===== config.mk =====
export PLATFORM = sky130hd
export DESIGN_NAME = bcd_up_down_counter_display_top_flat
export DESIGN_NICKNAME = d
export VERILOG_FILES = /design/src/hw/rtl/bcdudc_pkg.sv /design/src/hw/rtl/bcdudc_if.sv /design/src/hw/rtl/bcd_up_down_counter_display_top.sv /design/src/flat_wrapper.sv
export VERILOG_INCLUDE_DIRS = /design/src /design/src/hw/rtl
export SDC_FILE = /design/constraint.sdc
export NUM_CORES = 1
export LEC_CHECK = 0
export ABC_AREA = 1
export BUFFER_PORTS_ARGS = -buffer_cell sky130_fd_sc_hd__buf_2
export CORE_UTILIZATION = 25
export DETAILED_ROUTE_END_ITERATION = 8
export GPL_TIMING_DRIVEN = 0
export PLACE_DENSITY = 0.44
export RECOVER_POWER = 100
export SYNTH_ARGS = -nofsm -noshare
export SYNTH_HDL_FRONTEND = slang
export SYNTH_SLANG_ARGS = --single-unit

===== constraint.sdc =====
create_clock -name clk -period 9 [get_ports clk]
set_input_delay 1.8 -clock clk [delete_from_list [all_inputs] [get_ports clk]]
set_output_delay 1.8 -clock clk [all_outputs]
set_load 0.02 [all_outputs]

===== src/hw/rtl/bcd_up_down_counter_display_top_assert.svh =====
// Assertion macros for the BCD up/down counter display block.
`ifndef BCD_UP_DOWN_COUNTER_DISPLAY_TOP_ASSERT_SVH
`define BCD_UP_DOWN_COUNTER_DISPLAY_TOP_ASSERT_SVH

`ifndef NO_ASSERTIONS

`define BCDUDC_ASSERT_SAME(label, ante, cons, msg) \
    label: assert property (@(posedge clk) disable iff (!rst_n) (ante) |-> (cons)) \
        else $error(msg);

`define BCDUDC_ASSERT_NEXT(label, ante, cons, msg) \
    label: assert property (@(posedge clk) disable iff (!rst_n) (ante) |=> (cons)) \
        else $error(msg);

`else

`define BCDUDC_ASSERT_SAME(label, ante, cons, msg)

`define BCDUDC_ASSERT_NEXT(label, ante, cons, msg)

`endif

`endif


===== src/hw/rtl/bcdudc_pkg.sv =====
// Types, constants and helper functions of the BCD up/down counter display block.
package bcdudc_pkg;

    typedef logic [6:0] count_t;
    typedef logic [7:0] tick_t;
    typedef logic [3:0] digit_t;
    typedef logic [6:0] seg_t;
    typedef logic [2:0] cfg_index_t;
    typedef logic [7:0] cfg_data_t;

    localparam cfg_index_t REG_TOP_COUNT      = 3'd0;
    localparam cfg_index_t REG_UP_PERIOD      = 3'd1;
    localparam cfg_index_t REG_DOWN_PERIOD    = 3'd2;
    localparam cfg_index_t REG_UP_LED_LIMIT   = 3'd3;
    localparam cfg_index_t REG_DOWN_LED_LIMIT = 3'd4;

    localparam count_t RST_TOP_COUNT      = 7'd59;
    localparam tick_t  RST_UP_PERIOD      = 8'd20;
    localparam tick_t  RST_DOWN_PERIOD    = 8'd50;
    localparam tick_t  RST_UP_LED_LIMIT   = 8'd25;
    localparam tick_t  RST_DOWN_LED_LIMIT = 8'd10;

    localparam seg_t SEG_CODES [16] = '{
        7'h3F, 7'h06, 7'h5B, 7'h4F, 7'h66, 7'h6D, 7'h7D, 7'h07,
        7'h7F, 7'h6F, 7'h77, 7'h7C, 7'h39, 7'h5E, 7'h79, 7'h71
    };

    typedef struct packed {
        logic tens_digit_on;
        seg_t segments;
        logic led_on;
    } out_item_t;

    // tens = floor(count / 10) via reciprocal 205 / 2048, exact for 7-bit counts
    function automatic digit_t bcd_tens(input count_t value);
        logic [14:0] prod;
        prod = {8'd0, value} * 15'd205;
        return prod[14:11];
    endfunction

    function automatic digit_t bcd_units(input count_t value);
        logic [6:0] tens_x10;
        logic [6:0] diff;
        tens_x10 = {3'd0, bcd_tens(value)} * 7'd10;
        diff     = value - tens_x10;
        return diff[3:0];
    endfunction

endpackage


===== src/hw/rtl/bcdudc_if.sv =====
// Valid/ready channel interfaces for the input ticks and the display items.
interface bcdudc_in_if;
    logic valid;
    logic ready;
    logic count_up;

    modport source (output valid, output count_up, input ready);
    modport sink (input valid, input count_up, output ready);
endinterface

interface bcdudc_out_if;
    logic valid;
    logic ready;
    logic tens_digit_on;
    logic [6:0] segments;
    logic led_on;

    modport source (output valid, output tens_digit_on, output segments, output led_on,
                    input ready);
    modport sink (input valid, input tens_digit_on, input segments, input led_on,
                  output ready);
endinterface


===== src/hw/rtl/bcd_up_down_counter_display_top.sv =====
// Top level of the BCD up/down counter with multiplexed seven-segment display.
//
//  channel   dir  handshake      payload
//  in_ch     in   valid/ready    count_up
//  out_ch    out  valid/ready    tens_digit_on, segments[6:0], led_on
//  cfg       in   cfg_we only    cfg_index[2:0], cfg_data[7:0]
//
//  One item per cycle unless out_ch stalls; a result follows in the next cycle.
//  The count, tick and LED state update at the accepting edge; the result register
//  holds the display item until taken.
//  in_ch.ready stays high while the result register is empty or being drained.
//  Reset: count 0, LED off, tens digit shown first, registers at their defaults.
`include "bcd_up_down_counter_display_top_assert.svh"

module bcd_up_down_counter_display_top (
    input  logic                    clk,
    input  logic                    rst_n,
    bcdudc_in_if.sink               in_ch,
    bcdudc_out_if.source            out_ch,
    input  logic                    cfg_we,
    input  bcdudc_pkg::cfg_index_t  cfg_index,
    input  bcdudc_pkg::cfg_data_t   cfg_data
);
    import bcdudc_pkg::*;

    count_t    top_count_reg;
    tick_t     up_period_reg;
    tick_t     down_period_reg;
    tick_t     up_led_limit_reg;
    tick_t     down_led_limit_reg;

    count_t    count_value_reg, count_value_next;
    tick_t     tick_count_reg, tick_count_next;
    tick_t     period_length_reg, period_length_next;
    logic      started_reg, started_next;
    tick_t     led_step_count_reg, led_step_count_next;
    logic      led_level_reg, led_level_next;
    logic      show_tens_reg, show_tens_next;

    logic      out_valid_reg, out_valid_next;
    out_item_t out_item_reg, out_item_next;

    logic      in_fire;
    tick_t     period_eff;
    tick_t     ticks_inc;
    tick_t     led_inc;
    logic      step;
    digit_t    digit;

    assign in_ch.ready = !out_valid_reg || out_ch.ready;
    assign in_fire     = in_ch.valid && in_ch.ready;

    assign out_ch.valid         = out_valid_reg;
    assign out_ch.tens_digit_on = out_item_reg.tens_digit_on;
    assign out_ch.segments      = out_item_reg.segments;
    assign out_ch.led_on        = out_item_reg.led_on;

    always_comb
    begin
        period_eff = started_reg ? period_length_reg
                                 : (in_ch.count_up ? up_period_reg : down_period_reg);
        ticks_inc  = tick_count_reg + 8'd1;
        led_inc    = led_step_count_reg + 8'd1;
        step       = (ticks_inc >= period_eff) || (ticks_inc == 8'd0);
        digit      = show_tens_reg ? bcd_tens(count_value_reg) : bcd_units(count_value_reg);

        count_value_next    = count_value_reg;
        tick_count_next     = tick_count_reg;
        period_length_next  = period_length_reg;
        started_next        = started_reg;
        led_step_count_next = led_step_count_reg;
        led_level_next      = led_level_reg;
        show_tens_next      = show_tens_reg;

        if (in_fire)
        begin
            show_tens_next     = !show_tens_reg;
            started_next       = 1'b1;
            period_length_next = period_eff;
            if (step)
            begin
                tick_count_next = 8'd0;
                if (in_ch.count_up)
                begin
                    period_length_next = up_period_reg;
                    if (count_value_reg >= top_count_reg)
                    begin
                        count_value_next    = 7'd0;
                        led_level_next      = 1'b1;
                        led_step_count_next = 8'd0;
                    end
                    else
                    begin
                        count_value_next = count_value_reg + 7'd1;
                        if (led_inc == up_led_limit_reg)
                        begin
                            led_level_next      = 1'b0;
                            led_step_count_next = 8'd0;
                        end
                        else
                        begin
                            led_step_count_next = led_inc;
                        end
                    end
                end
                else
                begin
                    period_length_next = down_period_reg;
                    if (count_value_reg == 7'd0)
                    begin
                        count_value_next    = top_count_reg;
                        led_level_next      = 1'b1;
                        led_step_count_next = 8'd0;
                    end
                    else
                    begin
                        count_value_next = count_value_reg - 7'd1;
                        if (led_inc == down_led_limit_reg)
                        begin
                            led_level_next      = 1'b0;
                            led_step_count_next = 8'd0;
                        end
                        else
                        begin
                            led_step_count_next = led_inc;
                        end
                    end
                end
            end
            else
            begin
                tick_count_next = ticks_inc;
            end
        end

        out_valid_next              = in_fire || (out_valid_reg && !out_ch.ready);
        out_item_next               = out_item_reg;
        if (in_fire)
        begin
            out_item_next.tens_digit_on = show_tens_reg;
            out_item_next.segments      = SEG_CODES[digit];
            out_item_next.led_on        = led_level_next;
        end
    end

    always_ff @(posedge clk or negedge rst_n)
    begin
        if (!rst_n)
        begin
            top_count_reg      <= RST_TOP_COUNT;
            up_period_reg      <= RST_UP_PERIOD;
            down_period_reg    <= RST_DOWN_PERIOD;
            up_led_limit_reg   <= RST_UP_LED_LIMIT;
            down_led_limit_reg <= RST_DOWN_LED_LIMIT;
        end
        else if (cfg_we)
        begin
            unique case (cfg_index)
                REG_TOP_COUNT:      top_count_reg      <= cfg_data[6:0];
                REG_UP_PERIOD:      up_period_reg      <= cfg_data;
                REG_DOWN_PERIOD:    down_period_reg    <= cfg_data;
                REG_UP_LED_LIMIT:   up_led_limit_reg   <= cfg_data;
                REG_DOWN_LED_LIMIT: down_led_limit_reg <= cfg_data;
                default:            ;
            endcase
        end
    end

    always_ff @(posedge clk or negedge rst_n)
    begin
        if (!rst_n)
        begin
            count_value_reg    <= '0;
            tick_count_reg     <= '0;
            period_length_reg  <= '0;
            started_reg        <= 1'b0;
            led_step_count_reg <= '0;
            led_level_reg      <= 1'b0;
            show_tens_reg      <= 1'b1;
            out_valid_reg      <= 1'b0;
        end
        else
        begin
            count_value_reg    <= count_value_next;
            tick_count_reg     <= tick_count_next;
            period_length_reg  <= period_length_next;
            started_reg        <= started_next;
            led_step_count_reg <= led_step_count_next;
            led_level_reg      <= led_level_next;
            show_tens_reg      <= show_tens_next;
            out_valid_reg      <= out_valid_next;
        end
    end

    always_ff @(posedge clk)
    begin
        out_item_reg <= out_item_next;
    end

    `BCDUDC_ASSERT_NEXT(a_fire_fills_output, in_fire, out_valid_reg,
        "accepted item did not reach the result register")
    `BCDUDC_ASSERT_SAME(a_stall_blocks_input, out_valid_reg && !out_ch.ready, !in_ch.ready,
        "input accepted while result register is stalled")
    `BCDUDC_ASSERT_NEXT(a_digit_alternates, in_fire, show_tens_reg != $past(show_tens_reg),
        "digit select did not alternate on an accepted item")
    `BCDUDC_ASSERT_NEXT(a_fire_starts, in_fire, started_reg,
        "period not loaded after first item")
    `BCDUDC_ASSERT_SAME(a_led_on_wrap, $rose(led_level_reg),
        count_value_reg == 7'd0 || count_value_reg == $past(top_count_reg),
        "LED lit without a count wrap")

endmodule

===== src/flat_wrapper.sv =====
// flat-port wrapper written by rule: the top's interface ports become plain ports
module bcd_up_down_counter_display_top_flat import bcdudc_pkg::*;
  (clk, rst_n, cfg_we, cfg_index, cfg_data, in_ch_valid, in_ch_count_up, in_ch_ready, out_ch_valid, out_ch_tens_digit_on, out_ch_segments, out_ch_led_on, out_ch_ready);
  bcdudc_in_if in_ch_i ();
  bcdudc_out_if out_ch_i ();
  input  logic clk;
  input  logic rst_n;
  input  logic cfg_we;
  input  bcdudc_pkg::cfg_index_t cfg_index;
  input  bcdudc_pkg::cfg_data_t cfg_data;
  input wire logic [$bits(in_ch_i.valid)-1:0] in_ch_valid;
  input wire logic [$bits(in_ch_i.count_up)-1:0] in_ch_count_up;
  output wire logic [$bits(in_ch_i.ready)-1:0] in_ch_ready;
  output wire logic [$bits(out_ch_i.valid)-1:0] out_ch_valid;
  output wire logic [$bits(out_ch_i.tens_digit_on)-1:0] out_ch_tens_digit_on;
  output wire logic [$bits(out_ch_i.segments)-1:0] out_ch_segments;
  output wire logic [$bits(out_ch_i.led_on)-1:0] out_ch_led_on;
  input wire logic [$bits(out_ch_i.ready)-1:0] out_ch_ready;
  assign in_ch_i.valid = in_ch_valid;
  assign in_ch_i.count_up = in_ch_count_up;
  assign in_ch_ready = in_ch_i.ready;
  assign out_ch_valid = out_ch_i.valid;
  assign out_ch_tens_digit_on = out_ch_i.tens_digit_on;
  assign out_ch_segments = out_ch_i.segments;
  assign out_ch_led_on = out_ch_i.led_on;
  assign out_ch_i.ready = out_ch_ready;
  bcd_up_down_counter_display_top u_core (.clk(clk), .rst_n(rst_n), .in_ch(in_ch_i), .out_ch(out_ch_i), .cfg_we(cfg_we), .cfg_index(cfg_index), .cfg_data(cfg_data));
endmodule

# Word-level counts from Yosys, hierarchy flattened
# Memories as Yosys holds them, arrays and structs flattened. A register that Yosys moved wholly into a read port is not among the register bits.
# Index checks and enable logic that the tools add are counted.
# totals
mem_count,1
romBits,112
in_bits,17
reg_bits,76
# classes
mux,20
multipliers,2
n_lt_le_gt_ge,2
add_sub_neg,5
eq_ne,6
n_reduce_logical,17
bitwise_logic,1
# mem_list
name,words,width,rd,rd_ports_with_merged_regs,wr,line,source
(name not given),16,7,1,1,0,bcd_up_down_counter_display_top.sv:141,out_item_next.segments = SEG_CODES[digit];
# op_table
cell,count
$mux 8,9
$mux 7,3
$add 8x1->8 const B,2
$eq 8x8->1,2
$mul 7x8->15 const B,1
$reduce_and 2->1,6
$ge 8x8->1,1
$logic_not 8->1,1
$add 7x1->7 const B,1
$ge 7x7->1,1
$logic_not 7->1,1
$mux 1,7
$sub 7x1->7 const B,1
$eq 3x2->1 const B,2
$not 4->5,1
$mul 4x3->3 const B,1
$mux 4,1
$sub 4x4->4,1
$eq 3x1->1 const B,1
$eq 3x3->1 const B,1
$logic_not 1->1,3
$logic_not 3->1,1
$logic_or 1x1->1,3
$logic_and 1x1->1,2

# Longest topological paths before layout
# Gate-level depths: netlist of the first run.
# depth
depth_word,7
ltp_mapped,26

# Worst setup path before layout of the first run
# Ideal clock, no wire load.
# synth_timing
kind,reg-to-reg
startpoint,register u_core.count_value_reg[4]
endpoint,register u_core.out_ch.segments[0] (netlist name)
arrival_ps,4305
required_ps,8747
n_path_buf,0
setup_ps,253
slack_ps,4442
path_stages_with_launch,25
path_cell_list,dfrtp_1 > inv_1 > ha_1 > fa_1 > ha_1 > inv_1 > fa_1 > inv_1 > ha_1 > a21oi_1 > nor2_1 > nor2_1 > nand2_2 > nand2_2 > nand2_2 > ha_1 > fa_1 > xor2_1 > inv_1 > nand3_1 > nand2_1 > nand2_1 > nand3_2 > nand3_1 > nand2_1
# synth_via
elab_chain_len,5
# synth_lines
element,line,source
"start, declared",bcd_up_down_counter_display_top.sv:32,"count_t count_value_reg, count_value_next;"
"start signal, assigned",bcd_up_down_counter_display_top.sv:184,count_value_reg <= count_value_next;
$mul 7x8->15 (*),bcdudc_pkg.sv:37,"prod = {8'd0, value} * 15'd205;"
$mul 4x3->3,bcdudc_pkg.sv:44,"tens_x10 = {3'd0, bcd_tens(value)} * 7'd10;"
$sub 4x4->4,bcdudc_pkg.sv:45,diff = value - tens_x10;
$mux 4 (*),bcd_up_down_counter_display_top.sv:65,digit = show_tens_reg ? bcd_tens(count_value_reg) : bcd_units(count_value_reg);
$not 4->5 (implied by the code) (*),bcd_up_down_counter_display_top.sv:141,
# Mark *: on every way between the ends. The rest lies on a longest branch, timed or not.
# A chain may end at the register's enable or synchronous reset.

# Final worst setup path of the first run
# layout_timing
startpoint,register u_core.count_value_reg[4]
endpoint,register u_core.out_ch.segments[2] (netlist name)
# layout_via
elab_chain_len,5
# layout_lines
element,line
$mul 7x8->15 (*),bcdudc_pkg.sv:37
$mul 4x3->3,bcdudc_pkg.sv:44
$sub 4x4->4,bcdudc_pkg.sv:45
$mux 4 (*),bcd_up_down_counter_display_top.sv:65
$not 4->5 (implied by the code) (*),bcd_up_down_counter_display_top.sv:141
# Marks and branches as above.

==> results of run 1 <==
-- through the flow --
step	total power [mW]	cell area, um2	cells	setup WS [ps]
2_1_floorplan	2.237	6442	815	4442
3_3_place_gp	2.701	6985	1171	3837
3_5_place_dp	2.696	7015	1172	3834
4_1_cts	3.122	7331	1188	3825
5_1_grt	3.360	7206	1188	3045
6_report	2.984	7206	1188	3746
-- per-layer routing --
layer | global-route usage | vias up | wire length [um]
met5 | 0 | - | 0
met4 | 0.02421 | 0 | 121
met3 | 0.02215 | 10 | 395
met2 | 0.2028 | 66 | 6939
met1 | 0.1722 | 2399 | 7870
li1 | - | 2741 | -
-- final timing paths --
kind | slack, ps | startpoint | cells after the start | to
setup reg to reg | 3750 | u_core.count_value_reg[4]$_DFFE_PN0P_ | 24 | u_core.out_ch.segments[2]$_DFFE_PP_
hold / removal | 470 | u_core.period_length_reg[7]$_DFFE_PN0P_ | 2 | u_core.period_length_reg[7]$_DFFE_PN0P_
max in group asynchronous | 3890 | rst_n | 2 | u_core.count_value_reg[2]$_DFFE_PN0P_
hold reg to reg | 470 | u_core.period_length_reg[7]$_DFFE_PN0P_ | 2 | u_core.period_length_reg[7]$_DFFE_PN0P_
setup / recovery | 3750 | u_core.count_value_reg[4]$_DFFE_PN0P_ | 24 | u_core.out_ch.segments[2]$_DFFE_PP_
min in group asynchronous | 1740 | rst_n | 1 | u_core.down_led_limit_reg[6]$_DFFE_PN0P_
-- cell families after synthesis --
group,count (synthesis),synth area share
AND/OR/NAND/NOR,390,0.2841
buffers and inverters,123,0.08215
AO/OA/AOI/OAI,111,0.09886
flip-flops,83,0.3325
adder cells (fa/ha/maj),75,0.1561
XOR/XNOR,26,0.03535
multiplexers,7,0.01088
-- Yosys cell counts (all sizes together), types with 10 or more instances --
cell type,number
clkbuf,10
o21ai,87
dfstp,16
buf,12
ha,66
dfrtp,58
nor3,10
a21oi,17
nor2,27
nand3,66
inv,97
nand2,258
nand4,24
xor2,20
-- final cells by class --
type,instances,area (um2),area share
plain buffers,22,93.84,0.01302
clock buffers,9,225.2,0.03126
clock inverters,7,90.09,0.01250
inverters,101,382.9,0.05313
multi-input cells,609,3742,0.5194
flip-flops and latches,83,2142,0.2973
well taps,330,412.9,0.05730
repair buffers,27,116.4,0.01615
-- critical path, stage by stage (launching register included) --
cell and delay (ps):
dfrtp_1 550, inv_1 170, ha_1 390, fa_1 470
ha_1 280, inv_1 50, fa_1 490, inv_1 40
ha_1 220, a21oi_1 190, nor2_1 60, nor2_1 220
nand2_2 90, nand2_1 120, nand2_1 110, ha_1 200
fa_1 370, xor2_1 250, inv_1 90, nand3_1 110
nand2_1 60, nand2_1 50, nand3_1 210, nand3_1 140
nand2_1 70
-- power groups by stage --
stage	Sequential, mW	Combinational (mW)	Clock [mW]
floorplan	0.640	1.60	0
global placement	0.650	2.05	0
detailed placement	0.650	2.05	0
CTS	0.644	2.06	0.418
global route	0.661	2.27	0.433
finish	0.642	1.94	0.403
==> impl_metrics.tcl, run 1 <==
set metrics [dict create \
    ios 28 \
    clock_sinks 83 \
    layout-drive-gt1-share 0.1282 \
    dr_total_vias 5216 \
    syn-instance-count 815 \
    syn_to_final_growth_pct 11.85 \
    violations "max-capacitance violations, max-slew violations" \
    crit_arrival_ps 5360 \
    clockBufferDepth 2 \
    relSlewSlack -0.9360 \
    syn_area_mm2 0.006442 \
    rows 58 \
    drt_iter0_markers 255 \
    clkPwrFrac 0.135 \
    synth_top_cell_area_share 0.2253 \
    mostFrequentLayoutCells "nand2_1 (236), inv_1 (93), o21ai_0 (78)" \
    ir_drop_mv 0.1825 \
    synth_seq_area_share 0.3325 \
    postCtsHoldBufs 0 \
    p_int_mw 1.474 \
    fin_util 0.2853 \
    finalCritPeriodShare 0.5837 \
    grt-ovfl-total 0 \
    synth_largest_area_cell "dfrtp_1" \
    synth_edf_count 9 \
    tightest_slew_ps 2904 \
    cts_buffers 9 \
    min_period_ps 5254 \
    finalSetupViolations 0 \
    start_util 0.2551 \
    diodes 0 \
    synth_area_leaders "dfrtp_1 (23%), nand2_1 (14%), ha_1 (13%)" \
    status "finished, violations left" \
    worstSetupPathType "reg2reg" \
    skew_ps 7.526 \
    hold_slack_ps 474.1 \
    avgViaCountPerCell 4.391 \
    hp-class "reg2reg" \
    drc_errors 0 \
    startpoint_type "register" \
    worst_setup_path_end_kind "register" \
    grt_pass1_vias 5120 \
    max_freq_mhz 190.3 \
    p_sw_mw 1.511 \
    rsz0062_at_grt "false" \
    clkLatencyLatePin_ps 350 \
    max_cap_violations 1 \
    grt_pass1_wl_um 26070 \
    htreeDepth 3 \
    final_common_cell "nand2_1" \
    maxSlewViolCount 52 \
    coreArea_mm2 0.02525 \
    ant_nets 0 \
    die_w_um 162.5 \
    routed_wirelength_um 15330 \
    synth_warnings 0 \
    cts_tree "yes" \
    synthArstFlopShare 0.8916 \
    post_cts_resized 0 \
    antenna_found_initial 0 \
    synth_fp_nets 907 \
    clkTransAtPathRegs_ps 70 \
    switching_share 0.5062 \
    netlist-cell-type-count 46 \
    synth_top_flop_cell "dfrtp_1" \
    setup-tns-final_ps 0 \
    crit_required_ps 9100 \
    fin_nets 945 \
    grt_max_degree 52 \
    cts_setup_buffers 0 \
    hold_viol_final 0 \
    p_leak_nw 3.571 \
    dp_hpwl_um 11740 \
    p_comb_frac 0.650 \
    root_buffer "clkbuf_16" \
    dieHeight_um 162.5 \
    first_pass_iters 4 \
    power_density_mw_per_mm2 414.1 \
    portBuffers 26 \
    yosys_register_bits 83 \
    place_congestion 0.7795 \
    grt_use_total 0.1245 \
    seqPwrFrac 0.215 \
    n_fill_cell 2795 \
    dieArea_mm2 0.02642 \
    cp_max_fo 8 \
    syn_area_per_cell_um2 7.905 \
    wire_per_inst_um 12.90 \
]
No activity file was read; power rests on OpenSTA's default activity.
==> inputs of run 2 (changes only) <==
--- a/config.mk
+++ b/config.mk
@@ -11,7 +11,7 @@
 export CORE_UTILIZATION = 25
 export DETAILED_ROUTE_END_ITERATION = 8
 export GPL_TIMING_DRIVEN = 0
-export PLACE_DENSITY = 0.44
+export PLACE_DENSITY = 0.45
 export RECOVER_POWER = 100
 export SYNTH_ARGS = -nofsm -noshare
 export SYNTH_HDL_FRONTEND = slang
==> constraint.sdc (replaced) <==
create_clock -name clk -period 4.8 [get_ports clk]
set_input_delay 0.96 -clock clk [delete_from_list [all_inputs] [get_ports clk]]
set_output_delay 0.96 -clock clk [all_outputs]
set_load 0.02 [all_outputs]
==> run 2 against run 1 <==
  * The run now ends clean
  * Critical path type unchanged
  * Register-to-register slack worse by 3500 ps
  * Critical path depth down 1
  * First-iteration DRC count down 9.8%
  * Clock power up 85%
  * Utilization up 0.84 points
  * Critical endpoint is now u_core.out_ch.segments[6]$_DFFE_PP_
  * Non-clock buffer count up 8
  * Sequential share of layout area down 0.75 points
  * Cell count up 0.67%
==> impl_metrics.tcl, run 2 (synthesis results as in run 1) <==
set metrics [dict create \
    dp_hpwl_um 11590 \
    min_to "u_core.period_length_reg[7]$_DFFE_PN0P_" \
    htreeDepth 3 \
    dieHeight_um 162.5 \
    ios 28 \
    hold_viol_final 0 \
    n_fill_cell 2781 \
    clockBufferDepth 2 \
    start_util 0.2551 \
    worstHoldStart "u_core.period_length_reg[7]$_DFFE_PN0P_" \
    syn_to_final_growth_pct 15.13 \
    power_density_mw_per_mm2 795.3 \
    fin_nets 953 \
    max_cap_violations 0 \
    clkLatencyLatePin_ps 350 \
    grt-ovfl-total 0 \
    r2r-end "u_core.out_ch.segments[6]$_DFFE_PP_" \
    place_congestion 0.7826 \
    avgViaCountPerCell 4.363 \
    status "finished clean" \
    min_path_cells 2 \
    drt_iter0_markers 230 \
    diodes 0 \
    crit_required_ps 4900 \
    tightest_slew_ps 1034 \
    portBuffers 26 \
    fin_util 0.2937 \
    dp_cells 1172 \
    coreArea_mm2 0.02525 \
    drc_errors 0 \
    startpoint_type "register" \
    cp_max_fo 7 \
    reg2reg_slack_ps 250 \
    mostFrequentLayoutCells "nand2_1 (231), inv_1 (89), o21ai_0 (77)" \
    ir_drop_mv 0.3616 \
    grt_pass1_wl_um 25670 \
    grt_max_degree 61 \
    ant_nets 0 \
    postCtsHoldBufs 0 \
    antenna_found_initial 0 \
    grt_pass1_vias 4988 \
    skew_ps 15.62 \
    p_leak_nw 3.614 \
    root_buffer "clkbuf_16" \
    dieArea_mm2 0.02642 \
    clkTransAtPathRegs_ps 70 \
    layout-drive-gt1-share 0.1709 \
    r2r-start "u_core.count_value_reg[4]$_DFFE_PN0P_" \
    finalCritPeriodShare 0.9478 \
    worstSetupPathType "reg2reg" \
    setup-tns-final_ps 0 \
    first_pass_iters 5 \
    cts_tree "yes" \
    clock_sinks 83 \
    ff2ff_path_depth 23 \
    finalSetupViolations 0 \
    final_common_cell "nand2_1" \
    grt_use_total 0.1221 \
    max_freq_mhz 219.8 \
    crit_arrival_ps 4650 \
    die_w_um 162.5 \
    min_period_ps 4549 \
    wire_per_inst_um 12.76 \
    fin_cells 1196 \
    relSlewSlack 0.3106 \
    dr_total_vias 5218 \
    rsz0062_at_grt "false" \
    worst_setup_path_end_kind "register" \
    routed_wirelength_um 15270 \
    hp-class "reg2reg" \
    maxSlewViolCount 0 \
    rows 58 \
    cts_buffers 9 \
]
run 2: cell count changes in the layout (fill, tap and decap cells not counted), sizes merged:
cell | before | now
buf | 17 | 25
clkinvlp | 1 | 2
inv | 102 | 101
run 2: what timing repair did:
| action | 4_1_cts | 5_1_grt |
|---|---|---|
| endpoints found under the setup margin | 7 | 7 |
| resized for setup | 8 | 22 |
| setup buffers | 7 | 1 |
| pin swaps | 0 | 2 |
run 2: layout make-up:
cell class / count / area (um2) / area share
multi-input combinational: 609 / 3861 / 0.5206
sequential: 83 / 2150 / 0.2898
tap: 330 / 412.9 / 0.05567
inverter: 101 / 389.1 / 0.05246
clock buffer: 9 / 225.2 / 0.03036
timing repair buffer: 35 / 197.7 / 0.02665
buffer: 22 / 93.84 / 0.01265
clock inverter: 7 / 87.58 / 0.01181
run 2: where the power goes:
part	internal, mW	leakage (nW)	switching (mW)
sequential	1.00	0.984	0.160
combinational	1.52	2.47	2.47
clock	0.418	0.155	0.328
total	2.94	3.61	2.96
run 2: worst max-delay path, stage by stage, from the launching register on:
cell      delay, ps
dfrtp_2         430
clkbuf_2        140
buf_4           150
ha_2            210
fa_2            360
fa_1            470
ha_1            310
ha_1            330
nand2_1         120
nor2_1           60
nor2_2          170
nand2_2          80
nand2_2          90
nand2_2          70
ha_1            190
fa_2            350
xor2_2          190
inv_2            60
nand3_2          90
nand2_1          70
nand2_2          80
nand3_4         100
nand3_1          90
nand2_1          60
run 2: worst max-delay path by stage:
stage                                                     start                                  end  slack (ps)  depth (start not counted)
after global placement    u_core.count_value_reg[4]$_DFFE_PN0P_  u_core.out_ch.segments[6]$_DFFE_PP_        -330                         24
final                     u_core.count_value_reg[4]$_DFFE_PN0P_  u_core.out_ch.segments[6]$_DFFE_PP_         250                         23
after floorplan           u_core.count_value_reg[4]$_DFFE_PN0P_  u_core.out_ch.segments[0]$_DFFE_PP_         240                         24
after global routing      u_core.count_value_reg[4]$_DFFE_PN0P_  u_core.out_ch.segments[3]$_DFFE_PP_           6                         26
after detailed placement  u_core.count_value_reg[4]$_DFFE_PN0P_  u_core.out_ch.segments[2]$_DFFE_PP_        -350                         24
after CTS                 u_core.count_value_reg[4]$_DFFE_PN0P_  u_core.out_ch.segments[4]$_DFFE_PP_           5                         26
run 2: per-stage QoR:
stage	total power [mW]	cell area (um2)	hold slack, ps	worst slack [ps]
floorplan	4.194	6442	443.8	241.9
global placement	5.052	6985	457.3	-332.8
detailed placement	5.052	7015	460.8	-352.5
CTS	5.896	7397	461.8	5.220
global route	6.618	7417	497.0	6.387
finish	5.899	7417	475.3	250.6
run 2: layer usage:
metal,GRT usage,wire length [um],vias to the layer above,share of wire
met5,0,0,-,0
met3,0.02292,450,10,0.029
met2,0.2028,7119,63,0.47
met4,0.02039,101,0,0.0066
met1,0.1660,7593,2394,0.50
li1,-,-,2751,-
==> inputs of run 3 (changes only) <==
--- a/config.mk
+++ b/config.mk
@@ -6,12 +6,12 @@
 export SDC_FILE = /design/constraint.sdc
 export NUM_CORES = 1
 export LEC_CHECK = 0
-export ABC_AREA = 1
+export ABC_AREA = 0
 export BUFFER_PORTS_ARGS = -buffer_cell sky130_fd_sc_hd__buf_2
 export CORE_UTILIZATION = 25
 export DETAILED_ROUTE_END_ITERATION = 8
 export GPL_TIMING_DRIVEN = 0
-export PLACE_DENSITY = 0.45
+export PLACE_DENSITY = 0.46
 export RECOVER_POWER = 100
 export SYNTH_ARGS = -nofsm -noshare
 export SYNTH_HDL_FRONTEND = slang
==> run 3 against run 2 <==
  * The run now ends with max-capacitance violations, max-slew violations, negative setup slack left
  * Critical path type unchanged
  * Die area decreased by 6.5%
  * Clock skew decreased by 8.0 ps
  * Utilization increased by 1.5 points
  * Highest routed layer unchanged
  * Synthesized cell count decreased by 30%
  * Maximum frequency decreased by 11%
==> impl_metrics.tcl, run 3 <==
set metrics [dict create \
    synth-simple-area-share 0.1006 \
    yosys_register_bits 83 \
    cp_max_fo 5 \
    syn-instance-count 571 \
    dieArea_mm2 0.02471 \
    layout-drive-gt1-share 0.2884 \
    final_common_cell "ha_1" \
    setup_slack_ps -316.4 \
    min_path_cells 1 \
    relSlewSlack -0.8260 \
    dieHeight_um 157.2 \
    avgViaCountPerCell 4.583 \
    min_period_ps 5116 \
    dp_cells 915 \
    finalCritPeriodShare 1.066 \
    ant_nets 0 \
    ff2ff_path_depth 20 \
    place_ws_ps -816.0 \
    mostFrequentLayoutCells "ha_1 (53), dfrtp_1 (52), mux2_2 (51)" \
    diodes 0 \
    synth_top_flop_cell "dfrtp_1" \
    synth_fp_nets 663 \
    synth_warnings 0 \
    synth_top_cell_area_share 0.2411 \
    root_buffer "clkbuf_16" \
    ios 28 \
    die_w_um 157.2 \
    dp_hpwl_um 10360 \
    multi_input_area_mm2 0.003850 \
    synthMuxAreaShare 0.1245 \
    cts_tree "yes" \
    worstHoldStart "u_core.period_length_reg[3]$_DFFE_PN0P_" \
    grt_use_total 0.1216 \
    worst_setup_path_end_kind "register" \
    start_util 0.2557 \
    grt_max_degree 62 \
    crit_arrival_ps 5220 \
    synth_largest_area_cell "dfrtp_1" \
    min_to "u_core.period_length_reg[3]$_DFFE_PN0P_" \
    clkTransAtPathRegs_ps 70 \
    syn_to_final_growth_pct 20.68 \
    portBuffers 24 \
    synth_common_cells "ha_1 (66), dfrtp_1 (58), mux2_2 (52), nand2_1 (42), inv_1 (37)" \
    dr_total_vias 4386 \
    fin_cells 957 \
    crit_required_ps 4900 \
    startpoint_type "register" \
    synth_area_leaders "dfrtp_1 (24%), ha_1 (14%), mux2_2 (9.7%)" \
    hold_viol_final 0 \
    syn_area_per_cell_um2 10.54 \
    clock_sinks 83 \
    skew_ps 7.662 \
    status "finished, violations left" \
    htreeDepth 3 \
    routed_wirelength_um 13990 \
    violations "max-capacitance violations, max-slew violations, negative setup slack" \
    ff_latch_area_mm2 0.002150 \
    synth_top_family_by_area "adder cells" \
    clockBufferDepth 2 \
    maxSlewViolCount 62 \
    syn_area_mm2 0.006021 \
    synth_compound_area_frac 0.1428 \
    coreArea_mm2 0.02354 \
    rows 56 \
    r2r-end "u_core.out_ch.segments[0]$_DFFE_PP_" \
    hold_slack_ps 505.8 \
    synth_edf_count 9 \
    netlist-cell-type-count 66 \
    tightest_slew_ps 2739 \
    cts_buffers 9 \
    postCtsHoldBufs 0 \
    cp-startpoint "u_core.count_value_reg[4]$_DFFE_PN0P_" \
    synthArstFlopShare 0.8916 \
    drc_errors 0 \
    fin_nets 725 \
    finalSetupViolations 7 \
    r2r-start "u_core.count_value_reg[4]$_DFFE_PN0P_" \
    grt_pass1_vias 4500 \
    max_cap_violations 1 \
    first_pass_iters 4 \
    antenna_found_initial 0 \
    worstSetupPathType "reg2reg" \
    synth_seq_area_share 0.3558 \
    max_freq_mhz 195.4 \
    hp-class "reg2reg" \
    n_fill_cell 2457 \
    synth_adder_area_share 0.1671 \
    wire_per_inst_um 14.61 \
    reg2reg_slack_ps -320 \
    clkLatencyLatePin_ps 350 \
    place_congestion 0.7768 \
    rsz0062_at_grt "true" \
    drt_iter0_markers 192 \
    synth_xor_area_frac 0.06692 \
    synth_most_common_cell "ha_1" \
    grt_pass1_wl_um 23650 \
    grt-ovfl-total 0 \
]
## run 3: cell types whose count changed after synthesis, moves of 23 or more
cell / before / now
nand3_1: 54 / 16
o21ai_0: 74 / 35
mux2_2: 0 / 52
inv_1: 92 / 37
nand2_2: 23 / 0
nand2_1: 233 / 42
## run 3: cell families (layout without fill, tap and decap cells)
logic type	Yosys count	in the layout
AND/OR/NAND/NOR	124	124
AO/OA/AOI/OAI	118	118
flip-flops	83	83
adder cells (fa/ha/maj)	75	75
multiplexers	67	67
buffers and inverters	61	128
XOR/XNOR	43	43
## run 3: how the worst max path moves through the flow
stage               cells after the start                                   to
global placement                       20  u_core.out_ch.segments[0]$_DFFE_PP_
global route                           20  u_core.out_ch.segments[0]$_DFFE_PP_
finish                                 20  u_core.out_ch.segments[0]$_DFFE_PP_
detailed placement                     20  u_core.out_ch.segments[0]$_DFFE_PP_
floorplan                              20  u_core.out_ch.segments[0]$_DFFE_PP_
CTS                                    21  u_core.out_ch.segments[0]$_DFFE_PP_
## run 3: worst max-delay path, stage by stage, from the launching register on
cell and delay, ps:
dfrtp_2 470, buf_6 150, ha_4 170, fa_2 380
fa_1 590, ha_4 230, ha_4 230, a21o_1 200
a21oi_2 200, o21ai_4 100, xor2_2 170, ha_2 190
fa_2 350, xnor2_2 140, xnor2_1 180, xnor2_1 130
xnor2_2 330, buf_4 180, xnor2_2 100, nor2_1 50
o32a_1 330
## run 3: metrics by stage
step	TNS, ps	utilization	area, um2
floorplan	-970.8	-	6096
global placement	-4715	0.2810	6615
detailed placement	-4707	0.2823	6645
CTS	-2063	0.3053	7187
global route	-3428	0.3086	7266
finish	-1540	0.3086	7266
## run 3: metal layers
| layer | track usage | wire length (um) |
|---|---|---|
| met5 | 0 | 0 |
| met4 | 0.02358 | 111 |
| met2 | 0.1981 | 6622 |
| met1 | 0.1654 | 6787 |
| met3 | 0.02588 | 463 |
## run 3: area by class of cell
type | instances | share of cell area
plain buffers | 22 | 0.01498
inverters | 39 | 0.02084
multi-input cells | 427 | 0.5299
flip-flops and latches | 83 | 0.2958
clock buffers | 9 | 0.03100
clock inverters | 7 | 0.008610
repair buffers | 51 | 0.04391
well taps | 319 | 0.05493
## run 3: repair_timing
| action | in CTS | in global routing |
|---|---|---|
| pin swaps | 23 | 19 |
| setup buffers | 21 | 5 |
| gates resized for setup | 22 | 9 |
| endpoints found under the setup margin | 7 | 7 |
Power of run 3 is not shown: default switching activity piles up to over one toggle a cycle in this logic, so the estimate is an artifact.
